## src/progressive_pixel_accumulator_core_defines.svh

```systemverilog
`ifndef PROGRESSIVE_PIXEL_ACCUMULATOR_CORE_DEFINES_SVH
`define PROGRESSIVE_PIXEL_ACCUMULATOR_CORE_DEFINES_SVH

// same-cycle implication, clocked on clk, off during reset
`define PPA_ASSERT_IMPL(name, ante, cons, msg) \
	name: assert property (@(posedge clk) disable iff (!arst_n) (ante) |-> (cons)) \
		else $error(msg);

// next-cycle implication, clocked on clk, off during reset
`define PPA_ASSERT_NEXT(name, ante, cons, msg) \
	name: assert property (@(posedge clk) disable iff (!arst_n) (ante) |=> (cons)) \
		else $error(msg);

`endif

```

## src/ppa_ram.sv

```systemverilog
module ppa_ram #(
	parameter int WIDTH = 8,
	parameter int DEPTH = 16
) (
	input  logic                     clk,
	input  logic                     we,
	input  logic [$clog2(DEPTH)-1:0] waddr,
	input  logic [WIDTH-1:0]         wdata,
	input  logic                     re,
	input  logic [$clog2(DEPTH)-1:0] raddr,
	output logic [WIDTH-1:0]         rdata
);

	logic [WIDTH-1:0] mem_q [DEPTH];
	logic [WIDTH-1:0] rdata_q;

	always_ff @(posedge clk) begin
		if (we) begin
			mem_q[waddr] <= wdata;
		end
		if (re) begin
			rdata_q <= mem_q[raddr];
		end
	end

	assign rdata = rdata_q;

endmodule

```

## config.mk

```make
export PLATFORM = sky130hd
export DESIGN_NAME = ppa_ram
export DESIGN_NICKNAME = d
export VERILOG_FILES = /design/src/progressive_pixel_accumulator_core_defines.svh /design/src/ppa_ram.sv
export SDC_FILE = /design/constraint.sdc
export NUM_CORES = 1
export LEC_CHECK = 0
export ABC_AREA = 1
export BUFFER_PORTS_ARGS = -buffer_cell sky130_fd_sc_hd__buf_2
export CAP_MARGIN = 10
export CORE_UTILIZATION = 37
export DETAILED_ROUTE_END_ITERATION = 16
export GPL_ROUTABILITY_DRIVEN = 0
export PLACE_DENSITY = 0.55
export SETUP_SLACK_MARGIN = 0.2
export SYNTH_ARGS = -nofsm -noshare
export SYNTH_HDL_FRONTEND = slang
export SYNTH_SLANG_ARGS = --single-unit
```

## constraint.sdc

```tcl
create_clock -name clk -period 1.21 [get_ports clk]
set_input_delay 0.0605 -clock clk [delete_from_list [all_inputs] [get_ports clk]]
set_output_delay 0.0605 -clock clk [all_outputs]
set_load 0.02 [all_outputs]
```

* After elaboration in Yosys (flattened, before gate mapping) *
Memories as Yosys holds them, arrays and structs flattened. A register that Yosys moved wholly into a read port is not among the register bits.
Index checks and enable logic that the tools add are counted.

storage, ports and cells
  output and inout bits = 8
  latch bits = 0
  register bits = 0
  memory bits (read-only) = 0
  bits of input ports = 19
  bits in writable memories = 128
  memories = 1

cells by class
  multiply operators = 0
  shifts and indexed selects = 0
  muxes and demuxes = 2
  reduce and logical (&&, ||, !) cells = 0
  order comparisons = 0
  eq/ne operators = 0
  bitwise logic cells = 0
  divide/modulo/power cells = 0
  add/subtract/negate cells = 0

memory list
  name   depth  bits a word  rd ports  clocked after Yosys merged registers in  write ports  RTL line       text
  mem_q  16     8            1         1                                        1            ppa_ram.sv:14  logic [WIDTH-1:0] mem_q [DEPTH];

operator list
  operator          number
  1-bit 2-to-1 mux  2

* Longest topological paths before layout *
  depth in word-level cells = 2
  gate-level depth with buffers = 8
  depth with buffers taken out = 7

* Least setup slack after synthesis *
No wires, ideal clock.

  path type = input to register
  start = input waddr[2]
  end = memory mem_q[10][0], enable pin
  slack = 0.199 ns
  library setup time = 0.370 ns
  buffers on the path = 0
  required time = 0.840 ns
  stages on the path = 2
  data arrival time = 0.641 ns
  cells stage by stage = nand3b_1 > nor2_1

RTL lines
  element      RTL line       text
  from (decl)  ppa_ram.sv:7   input logic [$clog2(DEPTH)-1:0] waddr,
  to (decl)    ppa_ram.sv:14

Straight into the memory's write port.

==> impl_metrics.py <==
metrics = {
    "run_status": {
        "status": "finished, final reports clean",
    },
    "cells_and_area": {
        "stdcell_area_mm2": 0.00707,
        "layout.cells.most_common_list": "nand2_1, edfxtp_1, inv_1",
        "antenna_cells": 0,
        "nNetsFinal": 617,
        "final_common_cell": "nand2_1",
        "fin_util_pct": 46.2,
        "fin_cells": 822,
        "drive_above_1_share_pct": 19.3,
        "area_growth_syn_to_layout_pct": 20.9,
    },
    "worst_setup_path": {
        "path_buf_inv": 1,
        "crit_top_cell": "nand2_1",
        "crit_arrival_ns": 1.27,
        "cp_max_fo": 1,
        "start_kind": "flop",
        "cp_slowest_cell": "edfxtp_1",
        "cpPeakStageDelay_ns": 0.37,
        "worstSetupEndpointType": "flop",
        "worstPathRequired_ns": 1.39,
        "crit_chain": "inv_1 > nand2_1 > nand3_1 > nand3_2 > nand3_4 > nand2_1",
        "path_class": "flop to flop",
        "cpLargestDelayFamily": "simple AND/OR/NAND/NOR gates",
    },
    "sta": {
        "skew_ns": 0.00755,
        "fin_crit_sh_pct": 90.7,
        "fin_crit_ns": 1.10,
        "maxSlewViolCount": 0,
        "setup_viol": 0,
        "hold_viol": 0,
        "worst_slew_pin_slew_ns": 0.708,
        "setup_slack_ns": 0.113,
        "rsz0062_at_grt": "true",
        "tns_ns": 0,
        "fmax_mhz": 911,
        "relSlewSlack_pct": 52.8,
    },
    "floorplan": {
        "dieHeight_um": 128,
        "ios": 27,
        "start_util_pct": 38.2,
        "dieArea_mm2": 0.0163,
        "rows": 45,
        "core_mm2": 0.0153,
        "die_w_um": 128,
    },
    "clock_network": {
        "cts_root_buf": "clkbuf_16",
        "cts_tree": "yes",
        "post-cts-setup-buffers": 0,
        "clock_path_buffers": 2,
        "h-tree-depth": 4,
        "cts.sinks": 136,
        "clk_pin_slew_ns": 0.06,
        "cts_made_buffers": 17,
        "clkLatencyLatePin_ns": 0.42,
    },
    "place": {
        "place_area_mm2": 0.00630,
        "dp_hpwl_um": 8370,
        "io_buffers": 26,
        "dp_slack_ns": -0.149,
        "place_inst": 789,
    },
    "power": {
        "max-vdd-ir-drop_uv": 1060,
        "powerDensity_mw_per_mm2": 1520,
        "leakagePower_nw": 3.02,
    },
    "grt": {
        "grt_pass1_wl_um": 21200,
        "gr-usage-all-layers_pct": 18.1,
        "grt-ovfl-total": 0,
        "grt_max_degree": 65,
        "antenna_found_initial": 0,
        "grt_pass1_vias": 3821,
    },
    "synth": {
        "ys_ff_latch": 136,
        "netlist.area_leader.share_pct": 69.8,
        "syn-num-nets": 570,
        "syn_inst": 551,
        "yosysTopAreaCell": "edfxtp_1",
        "syn_area_mm2": 0.00585,
        "yosysWarnings": 0,
        "yosys-top-cells-area": "edfxtp_1, nand2_1, nand3_1",
        "yosysUniqueCellTypes": 11,
        "syn_area_per_cell_um2": 10.6,
        "ys_seq_area_share_pct": 69.8,
    },
    "routing": {
        "viasPerCell": 4.72,
        "drc": 0,
        "num_vias": 3880,
        "first_iter_violations": 353,
        "wl_um": 13600,
        "avgRoutedWirePerCell_um": 16.5,
        "drt.antenna.violating_nets": 0,
        "drt-pass1-iter-count": 5,
    },
    "min_path": {
        "hold_path_class": "input pin to flop",
    },
    "job": {
        "maxCapViolations": 0,
    },
}
-- cells in the mapped netlist --
cell type / instances
buf_1: 1
nand2_1: 173
inv_1: 100
nor2_1: 17
edfxtp_1: 136
inv_2: 2
nand3b_1: 2
buf_4: 4
buf_2: 13
nand3_1: 97
buf_6: 6
-- worst paths after layout --
kind	start	end	slack, ns	cells after the start
setup / recovery	mem_q[1][2]	rdata[2]	0.11	6
hold / removal	wdata[3]	mem_q[5][3]	0.07	1
setup reg to reg	mem_q[1][2]	rdata[2]	0.11	6
hold reg to reg	mem_q[12][1]	rdata[1]	0.76	6
-- cells by family after synthesis --
| group | after synthesis | share of synthesized area, % |
|---|---|---|
| simple gates | 289 | 20.8 |
| buf+inv | 126 | 9.39 |
| flops | 136 | 69.8 |
-- metal layers --
| layer | vias to the layer above | wire [µm] | global-route usage, % | share of wire (%) |
|---|---|---|---|---|
| met5 | - | 0 | 0 | 0 |
| met3 | 22 | 798 | 5.18 | 5.9 |
| met2 | 130 | 6330 | 27.8 | 47 |
| met1 | 1853 | 6100 | 24.0 | 45 |
| li1 | 1875 | - | - | - |
| met4 | 0 | 372 | 8.03 | 2.7 |
-- flip-flops by register name, indices dropped and copies added (netlist names) --
name,count
mem_q,128
rdata,8
-- final cells by class --
| type | count | area (µm²) |
|---|---|---|
| clock buffers | 17 | 425 |
| clock inverters | 15 | 113 |
| fillers | 1457 | 8250 |
| inverters | 102 | 383 |
| multi-input cells | 289 | 1400 |
| flip-flops and latches | 136 | 4080 |
| well taps | 211 | 264 |
| repair buffers | 52 | 397 |
-- power by group --
group	leakage (nW)	internal, mW	switching (mW)
clock network	0.254	2.77	1.90
logic	1.53	0.239	0.525
registers	1.24	5.31	0.0313
-- worst register-to-register path, stage by stage, from the launching register on --
cell and delay [ns]:
edfxtp_1 0.37, inv_1 0.07, nand2_1 0.05, nand3_1 0.09, nand3_2 0.12, nand3_4 0.10, nand2_1 0.07
-- stage by stage --
step / total power [mW] / hold WS (ns)
after floorplan: 5.83 / 0.159
after CTS: 10.8 / 0.0709
after global placement: 6.12 / 0.426
final: 10.8 / 0.0684
after global routing: 11.2 / 0.0672
after detailed placement: 6.13 / 0.436
-- repair_timing --
| action | 4_1_cts | 5_1_grt |
|---|---|---|
| pin swaps | 35 | 19 |
| hold buffers | 1 | 0 |
| endpoints found under the hold margin | 5 | 0 |
| endpoints found under the setup margin | 13 | 16 |
| gates resized for setup | 30 | 18 |
| cloned | 0 | 0 |
Power figures use the tool's default switching activity.
