**config.mk**
```make
export PLATFORM = sky130hd
export DESIGN_NAME = ppa_div
export DESIGN_NICKNAME = d
export VERILOG_FILES = /design/src/progressive_pixel_accumulator_core_defines.svh /design/src/ppa_pkg.sv /design/src/ppa_div.sv
export SDC_FILE = /design/constraint.sdc
export NUM_CORES = 1
export LEC_CHECK = 0
export ABC_CLOCK_PERIOD_IN_PS = 10900
export BUFFER_PORTS_ARGS = -buffer_cell sky130_fd_sc_hd__buf_2
export CORE_UTILIZATION = 55
export DETAILED_ROUTE_END_ITERATION = 10
export HOLD_SLACK_MARGIN = 0.05
export PLACE_DENSITY = 0.79
export SYNTH_ARGS = -nofsm -noshare
export SYNTH_HDL_FRONTEND = slang
export SYNTH_SLANG_ARGS = --single-unit
```
**constraint.sdc**
```tcl
create_clock -name clk -period 10.9 [get_ports clk]
set_clock_uncertainty 0.05 [all_clocks]
set_input_delay 1.09 -clock clk [delete_from_list [all_inputs] [get_ports clk]]
set_output_delay 1.09 -clock clk [all_outputs]
set_load 0.02 [all_outputs]
```
**src/progressive_pixel_accumulator_core_defines.svh**
```systemverilog
`ifndef PROGRESSIVE_PIXEL_ACCUMULATOR_CORE_DEFINES_SVH
`define PROGRESSIVE_PIXEL_ACCUMULATOR_CORE_DEFINES_SVH

// same-cycle implication, clocked on clk, off during reset
`define PPA_ASSERT_IMPL(name, ante, cons, msg) \
	name: assert property (@(posedge clk) disable iff (!arst_n) (ante) |-> (cons)) \
		else $error(msg);

// next-cycle implication, clocked on clk, off during reset
`define PPA_ASSERT_NEXT(name, ante, cons, msg) \
	name: assert property (@(posedge clk) disable iff (!arst_n) (ante) |=> (cons)) \
		else $error(msg);

`endif

```
**src/ppa_pkg.sv**
```systemverilog
package ppa_pkg;

	localparam int MAX_WIDTH  = 512;
	localparam int MAX_HEIGHT = 512;
	localparam int COUNT_BITS = 24;

	localparam int PIXELS    = MAX_WIDTH * MAX_HEIGHT;
	localparam int ADDR_BITS = $clog2(PIXELS);

	localparam int COORD_BITS    = 9;
	localparam int DIM_BITS      = 10;
	localparam int IDX_FULL_BITS = COORD_BITS + DIM_BITS;
	localparam int MEAN_BITS     = 32;
	localparam int LANES         = 3;
	localparam int NUM_BITS      = MEAN_BITS + COUNT_BITS;
	localparam int DIV_BITS      = COUNT_BITS + 1;
	localparam int RADIX_BITS    = 4;
	localparam int DIV_STEPS     = MEAN_BITS / RADIX_BITS;
	localparam int STEP_BITS     = $clog2(DIV_STEPS);

	localparam int CH_RED   = 0;
	localparam int CH_GREEN = 1;
	localparam int CH_BLUE  = 2;

	localparam logic [COUNT_BITS-1:0] COUNT_MAX = {COUNT_BITS{1'b1}};
	localparam logic [DIM_BITS-1:0] DIM_RESET = DIM_BITS'(512);
	localparam logic [DIM_BITS-1:0] WIDTH_LIM = DIM_BITS'(MAX_WIDTH);
	localparam logic [DIM_BITS-1:0] HEIGHT_LIM = DIM_BITS'(MAX_HEIGHT);
	localparam logic [ADDR_BITS-1:0] ADDR_LAST = ADDR_BITS'(PIXELS - 1);

	localparam logic OP_ACCUM = 1'b0;
	localparam logic OP_READ  = 1'b1;

	localparam logic CFG_IMAGE_WIDTH  = 1'b0;
	localparam logic CFG_IMAGE_HEIGHT = 1'b1;

	typedef logic [LANES-1:0][MEAN_BITS-1:0] mean_t;
	typedef logic [LANES-1:0][NUM_BITS-1:0]  num_arr_t;

	typedef struct packed {
		logic                start;
		logic [DIV_BITS-1:0] divisor;
	} div_req_t;

	typedef struct packed {
		logic busy;
		logic done;
	} div_rsp_t;

	typedef enum logic [2:0] {
		ST_CLEAR,
		ST_IDLE,
		ST_ADDR,
		ST_LOAD,
		ST_DIV,
		ST_DONE
	} state_t;

endpackage

```
**src/ppa_div.sv**
```systemverilog
module ppa_div
	import ppa_pkg::*;
(
	input  logic     clk,
	input  logic     arst_n,
	input  div_req_t req,
	input  num_arr_t num,
	output div_rsp_t rsp,
	output mean_t    quo
);

	logic                busy_q;
	logic                done_q;
	logic [STEP_BITS-1:0] step_q;
	logic [DIV_BITS-1:0] d_q;
	logic [LANES-1:0][DIV_BITS-1:0] rem_q;
	logic [LANES-1:0][DIV_BITS-1:0] rem_nx;
	mean_t low_q;
	mean_t low_nx;

	// radix-16 restoring step, one quotient digit per cycle on each lane
	always_comb begin
		logic [DIV_BITS-1:0]  r;
		logic [MEAN_BITS-1:0] q;
		logic [DIV_BITS:0]    t;
		for (int l = 0; l < LANES; l++) begin
			r = rem_q[l];
			q = low_q[l];
			for (int j = 0; j < RADIX_BITS; j++) begin
				t = {r, q[MEAN_BITS-1]};
				q = {q[MEAN_BITS-2:0], 1'b0};
				if (t >= {1'b0, d_q}) begin
					t    = t - {1'b0, d_q};
					q[0] = 1'b1;
				end
				r = t[DIV_BITS-1:0];
			end
			rem_nx[l] = r;
			low_nx[l] = q;
		end
	end

	always_ff @(posedge clk or negedge arst_n) begin
		if (!arst_n) begin
			busy_q <= 1'b0;
			done_q <= 1'b0;
			step_q <= '0;
		end else begin
			done_q <= busy_q && !req.start && (step_q == STEP_BITS'(DIV_STEPS - 1));
			if (req.start) begin
				busy_q <= 1'b1;
				step_q <= '0;
			end else if (busy_q) begin
				step_q <= step_q + 1'b1;
				if (step_q == STEP_BITS'(DIV_STEPS - 1)) begin
					busy_q <= 1'b0;
				end
			end
		end
	end

	always_ff @(posedge clk) begin
		if (req.start) begin
			d_q <= req.divisor;
			for (int l = 0; l < LANES; l++) begin
				rem_q[l] <= {1'b0, num[l][NUM_BITS-1:MEAN_BITS]};
				low_q[l] <= num[l][MEAN_BITS-1:0];
			end
		end else if (busy_q) begin
			rem_q <= rem_nx;
			low_q <= low_nx;
		end
	end

	assign rsp = '{busy: busy_q, done: done_q};
	assign quo = low_q;

endmodule

```
After elaboration in Yosys (flattened, before gate mapping)
Index checks and enable logic that the tools add are counted.
{ "classes": {"add_sub_neg": 13, "n_lt_le_gt_ge": 12, "eq_ne": 1, "muxes": 33, "n_reduce_logical": 4} }
{ "op_table": {"columns": ["cell", "count"], "rows": [
  ["$ge 26x25->1", 12],
  ["$mux 25", 12],
  ["$sub 25x25->25", 12],
  ["$mux 96", 2],
  ["$mux 74", 2],
  ["$mux 1", 15],
  ["$mux 3", 2],
  ["$add 3x1->3 const B", 1],
  ["$eq 3x3->1 const B", 1],
  ["$logic_and 1x1->1", 2],
  ["$reduce_bool 2->1", 1],
  ["$logic_not 1->1", 1]
]} }
{ "word_totals": {"ff_bits": 201, "in_bits": 196, "output_inout_bits": 98, "word_cells": 76} }

Longest topological paths before layout
{ "depth": {"word_depth": 10, "mapped_depth": 57, "ltp_nobuf": 49} }

Worst setup path before layout
No wires, ideal clock.
{ "synth_timing": {"kind": "register to register", "startpoint": "register d_q[0]", "endpoint": "register rem_q[37] (netlist bit), data pin", "setup_time_ps": 273, "t_arrival_ps": 11224, "t_required_ps": 10577, "setup_slack_ps": -647, "stages_incl_launch_ff": 54, "n_path_buf": 9, "period_less_slack_ps": 11547, "cell_sequence": "edfxtp_1 -> ha_1 -> fa_1 -> nor2b_1 -> o31ai_1 -> a21oi_1 -> a21oi_1 -> a21oi_1 -> a31o_1 -> buf_2 -> buf_1 -> clkbuf_1 -> nor2_1 -> a21oi_1 -> ha_1 -> nor2b_1 -> o2111ai_1 -> nand4b_1 -> (+18 left out) -> clkbuf_1 -> buf_2 -> mux2_1 -> ha_1 -> and3_1 -> and4_1 -> o21ai_0 -> o21ai_0 -> a21oi_1 -> a21o_1 -> o21ai_0 -> a21oi_1 -> and4_1 -> a31o_2 -> buf_2 -> buf_1 -> nand3_1 -> o311ai_1"} }
{ "synth_between": {"elab_chain_len": 10, "elab_cells_between_ends": 14, "classes_between": "add/sub: 4; order compare: 4; mux: 6"} }
{ "synth_rtl": {"columns": ["element", "line", "source"], "rows": [
  ["start, declared", "ppa_div.sv:15", "logic [DIV_BITS-1:0] d_q;"],
  ["start signal, assigned", "ppa_div.sv:64", "d_q <= req.divisor;"],
  ["$sub 25x25->25 / $ge 26x25->1 (equally long branches)", "ppa_div.sv:33, ppa_div.sv:32", null],
  ["$mux 25", "ppa_div.sv:32", "if (t >= {1'b0, d_q}) begin"],
  ["$sub 25x25->25 / $ge 26x25->1 (equally long branches)", "ppa_div.sv:33, ppa_div.sv:32", null],
  ["$mux 25", "ppa_div.sv:32", null],
  ["$sub 25x25->25 / $ge 26x25->1 (equally long branches)", "ppa_div.sv:33, ppa_div.sv:32", null],
  ["$mux 25", "ppa_div.sv:32", null],
  ["$sub 25x25->25 / $ge 26x25->1 (equally long branches)", "ppa_div.sv:33, ppa_div.sv:32", null],
  ["$mux 25 *", "ppa_div.sv:32", null],
  ["$mux 74 *", "ppa_div.sv:69", "end else if (busy_q) begin"],
  ["$mux 74 *", "ppa_div.sv:63", "if (req.start) begin"],
  ["end signal, assigned by index", "ppa_div.sv:66", "rem_q[l] <= {1'b0, num[l][NUM_BITS-1:MEAN_BITS]};"],
  ["end signal, assigned", "ppa_div.sv:70", "rem_q <= rem_nx;"],
  ["end, declared", "ppa_div.sv:16", "logic [LANES-1:0][DIV_BITS-1:0] rem_q;"]
]} }
Every way passes the cells marked *; elsewhere a longest branch is shown, timed or not. The select of a mux whose other input is x is not followed.
A chain may end at the register's enable or synchronous reset.

Worst setup path after layout
{ "layout_timing": {"startpoint": "register low_q (netlist bit quo[63])", "endpoint": "register rem_q[27] (netlist bit), data pin"} }
{ "layout_between": {"elab_chain_len": 10, "elab_cells_between_ends": 14, "classes_between": "add/sub: 4; order compare: 4; mux: 6"} }
{ "layout_rtl": {"columns": ["element", "line", "source"], "rows": [
  ["start, declared", "ppa_div.sv:18", "mean_t low_q;"],
  ["start signal, assigned by index", "ppa_div.sv:67", "low_q[l] <= num[l][MEAN_BITS-1:0];"],
  ["start signal, assigned", "ppa_div.sv:71", "low_q <= low_nx;"],
  ["$sub 25x25->25 / $ge 26x25->1 (equally long branches)", "ppa_div.sv:33, ppa_div.sv:32", null],
  ["$mux 25 *", "ppa_div.sv:32", null],
  ["$sub 25x25->25 / $ge 26x25->1 (equally long branches)", "ppa_div.sv:33, ppa_div.sv:32", null],
  ["$mux 25 *", "ppa_div.sv:32", null],
  ["$ge 26x25->1 / $sub 25x25->25 (equally long branches)", "ppa_div.sv:32, ppa_div.sv:33", null],
  ["$mux 25 *", "ppa_div.sv:32", null],
  ["$sub 25x25->25 / $ge 26x25->1 (equally long branches)", "ppa_div.sv:33, ppa_div.sv:32", null],
  ["$mux 25 *", "ppa_div.sv:32", null],
  ["$mux 74 *", "ppa_div.sv:69", null],
  ["$mux 74 *", "ppa_div.sv:63", null]
]} }
Marks and branches as above.

==> results.toml <==
[route]
drcViolationCount = 0
wire_per_inst_um = 24.4
antenna_left = 0
via_per_inst = 6.53
dr.pass1.iters = 6
drtIter0Drc = 3071
num_vias = 28800
wl_um = 108000

[logic_synthesis]
synth.distinct_cells = 94
ys.warnings.count = 0
seq_area_frac_synth_pct = 22.6
yosys_most_used_dff = "edfxtp_1"
synth_seq_cells = 201
syn_inst = 3097
async_flop_share_pct = 2.49
syn_avg_cell_area_um2 = 8.54
syn_area_um2 = 26400
synth_nets = 3607
synth_edf_count = 193

[grt]
grt_pass1_wl_um = 159000
grt_max_degree = 75
grt_util_all_layers_pct = 41.8
antenna_found_initial = 4
grt_overflow_total = 0
grt_pass1_vias = 27300

[timing]
final-hold-violation-count = 0
min_period_ps = 10690
max_freq_mhz = 93.5
worst_pin_slew_ps = 960
finalCritPeriodShare_pct = 98.1
setup_viol = 0
max-slew-margin-rel_pct = 35.9
slew_viol_final = 0

[status]
status = "completed"

[cells_and_area]
stdcell_count = 4415
syn2layout_area_growth_pct = 27.4
nNetsFinal = 4298
drive_gt1_share_pct = 29.6

[cts]
clk_pin_slew_ps = 70
clockBufferDepth = 3
cts_buffers = 25
cts_sinks = 201
cts_hold_buf = 0
cts-root-buf = "clkbuf_16"
worst_skew_pair.late_latency_ps = 570
cts_tree = "built"
htree_levels = 1

[worst_setup_path]
cpPeakStageDelay_ps = 490
crit_type = "reg2reg"
slowest_stage = "edfxtp_1"
crit_path_frequent_cell = "a21oi_2"
arrival_ps = 10940
regToRegSetupSlack_ps = 210
cp-start-kind = "register"
path_max_fanout = 11
worstRegToRegCells = 49
rr_startpoint = "quo[63]"
required_ps = 11150
end_kind = "register"
r2r_end = "rem_q[27]"

[die]
die_area_um2 = 48900
die_w_um = 221
die_h_um = 221
ios = 294
core-area_um2 = 47000
rows = 79
start_util_pct = 56.3

[place]
io_buffers = 293
gp_congestion = 1.06
dp.final_hpwl_um = 86000
dp_cells = 4329

[worst_hold_path]
min_path_type = "in2async"

[run]
max-cap-violations = 0
[flip-flops by register name, summed over array words and instances (netlist names)]
| name | flops |
|---|---|
| quo | 96 |
| rem_q | 75 |
| busy_q | 1 |
| done_q | 1 |
| d_q | 25 |
| step_q | 3 |
[synth_stat cells, drive strengths merged, types with 22 or more instances]
| cell type | instances | area, um^2 |
|---|---|---|
| nand3 | 89 | 455 |
| mux2 | 176 | 1980 |
| inv | 123 | 462 |
| and3 | 28 | 185 |
| edfxtp | 193 | 5800 |
| o21bai | 33 | 248 |
| nor2 | 201 | 754 |
| mux2i | 80 | 805 |
| xnor2 | 152 | 1330 |
| or3 | 24 | 155 |
| a211oi | 39 | 298 |
| nand4 | 46 | 288 |
| a21oi | 261 | 1310 |
| nand2 | 260 | 978 |
| xor2 | 84 | 736 |
| ha | 302 | 3780 |
| nor3 | 55 | 280 |
| a31oi | 33 | 206 |
| buf | 36 | 235 |
| nand2b | 46 | 288 |
| o21ai | 246 | 1230 |
| o211ai | 22 | 165 |
| nor4 | 26 | 178 |
| clkbuf | 63 | 236 |
| o311ai | 39 | 342 |
| nor2b | 44 | 275 |
| a21o | 100 | 751 |
| o21a | 57 | 428 |
[cell usage in the layout, fill, tap and decap left out, types with 114 or more instances in the layout]
master,synthesis,routed
a21oi_1,261,238
buf_2,15,292
buf_4,3,436
edfxtp_1,193,193
ha_1,302,287
inv_1,123,114
mux2_2,157,156
nand2_1,259,256
nor2_1,201,198
o21ai_0,204,183
xnor2_1,152,151
[layout make-up]
cell class	instances	area [um^2]
clock inverters	18	179
multi-input cells	2674	20300
repair buffers	763	5300
flip-flops and latches	201	5980
clock buffers	26	629
fillers	3664	13300
diodes	3	7.51
inverters	123	488
well taps	607	759
[worst max-delay path by stage]
stage               startpoint   endpoint  slack, ps  cells after the start
global placement       quo[63]  rem_q[27]      -1020                     49
floorplan               d_q[1]  rem_q[37]         -3                     49
finish                 quo[63]  rem_q[27]        210                     49
CTS                     d_q[0]  rem_q[23]         10                     45
global route            d_q[6]  rem_q[27]       -220                     50
detailed placement     quo[63]  rem_q[27]      -1090                     49
[per-stage QoR]
step	TNS, ps	area (um^2)	worst slack (ps)	hold slack (ps)	utilization (%)
after floorplan	-27.9	26500	-3.12	422	-
after global placement	-20960	31700	-1020	454	67.4
after detailed placement	-24120	31700	-1090	454	67.4
after CTS	0	32700	14.1	261	69.6
after global routing	-5460	33700	-217	282	71.7
final	0	33700	209	275	71.7
[cell families (layout without fill, tap and decap cells)]
logic type / after synthesis / count (layout) / share of synthesized area, %
flops: 201 / 201 / 22.6
fa+ha+maj: 314 / 314 / 15.2
xor+xnor: 236 / 236 / 7.82
simple gates: 884 / 884 / 16.4
compound gates: 984 / 984 / 23.9
other cells: 0 / 3 / 0
mux: 256 / 256 / 10.5
buf+inv: 222 / 930 / 3.53
[critical path, delay by kind of cell, from the launching register on]
family	cells	cell delay, ps
flip-flops	1	490
buffers and inverters	7	1070
adder cells (fa/ha/maj)	5	1550
multiplexers	4	1440
AND/OR/NAND/NOR	12	2110
AO/OA/AOI/OAI	21	3670
[metal layers]
| metal | wire length, um | GRT usage, % | vias up |
|---|---|---|---|
| li1 | - | - | 13100 |
| met1 | 42700 | 55.2 | 13700 |
| met2 | 46800 | 65.5 | 1721 |
| met3 | 12300 | 8.17 | 325 |
| met4 | 6060 | 19.8 | 2 |
| met5 | 12 | 0 | - |
[what timing repair did]
action	in CTS	in global routing
setup buffers	3	34
hold endpoints to repair	0	0
gates cloned	0	2
endpoints found under the setup margin	61	78
resized for setup	42	151
pin swaps	5	44
Power is not shown: default switching activity piles up to over one toggle a cycle in this logic, so the estimate is an artifact.
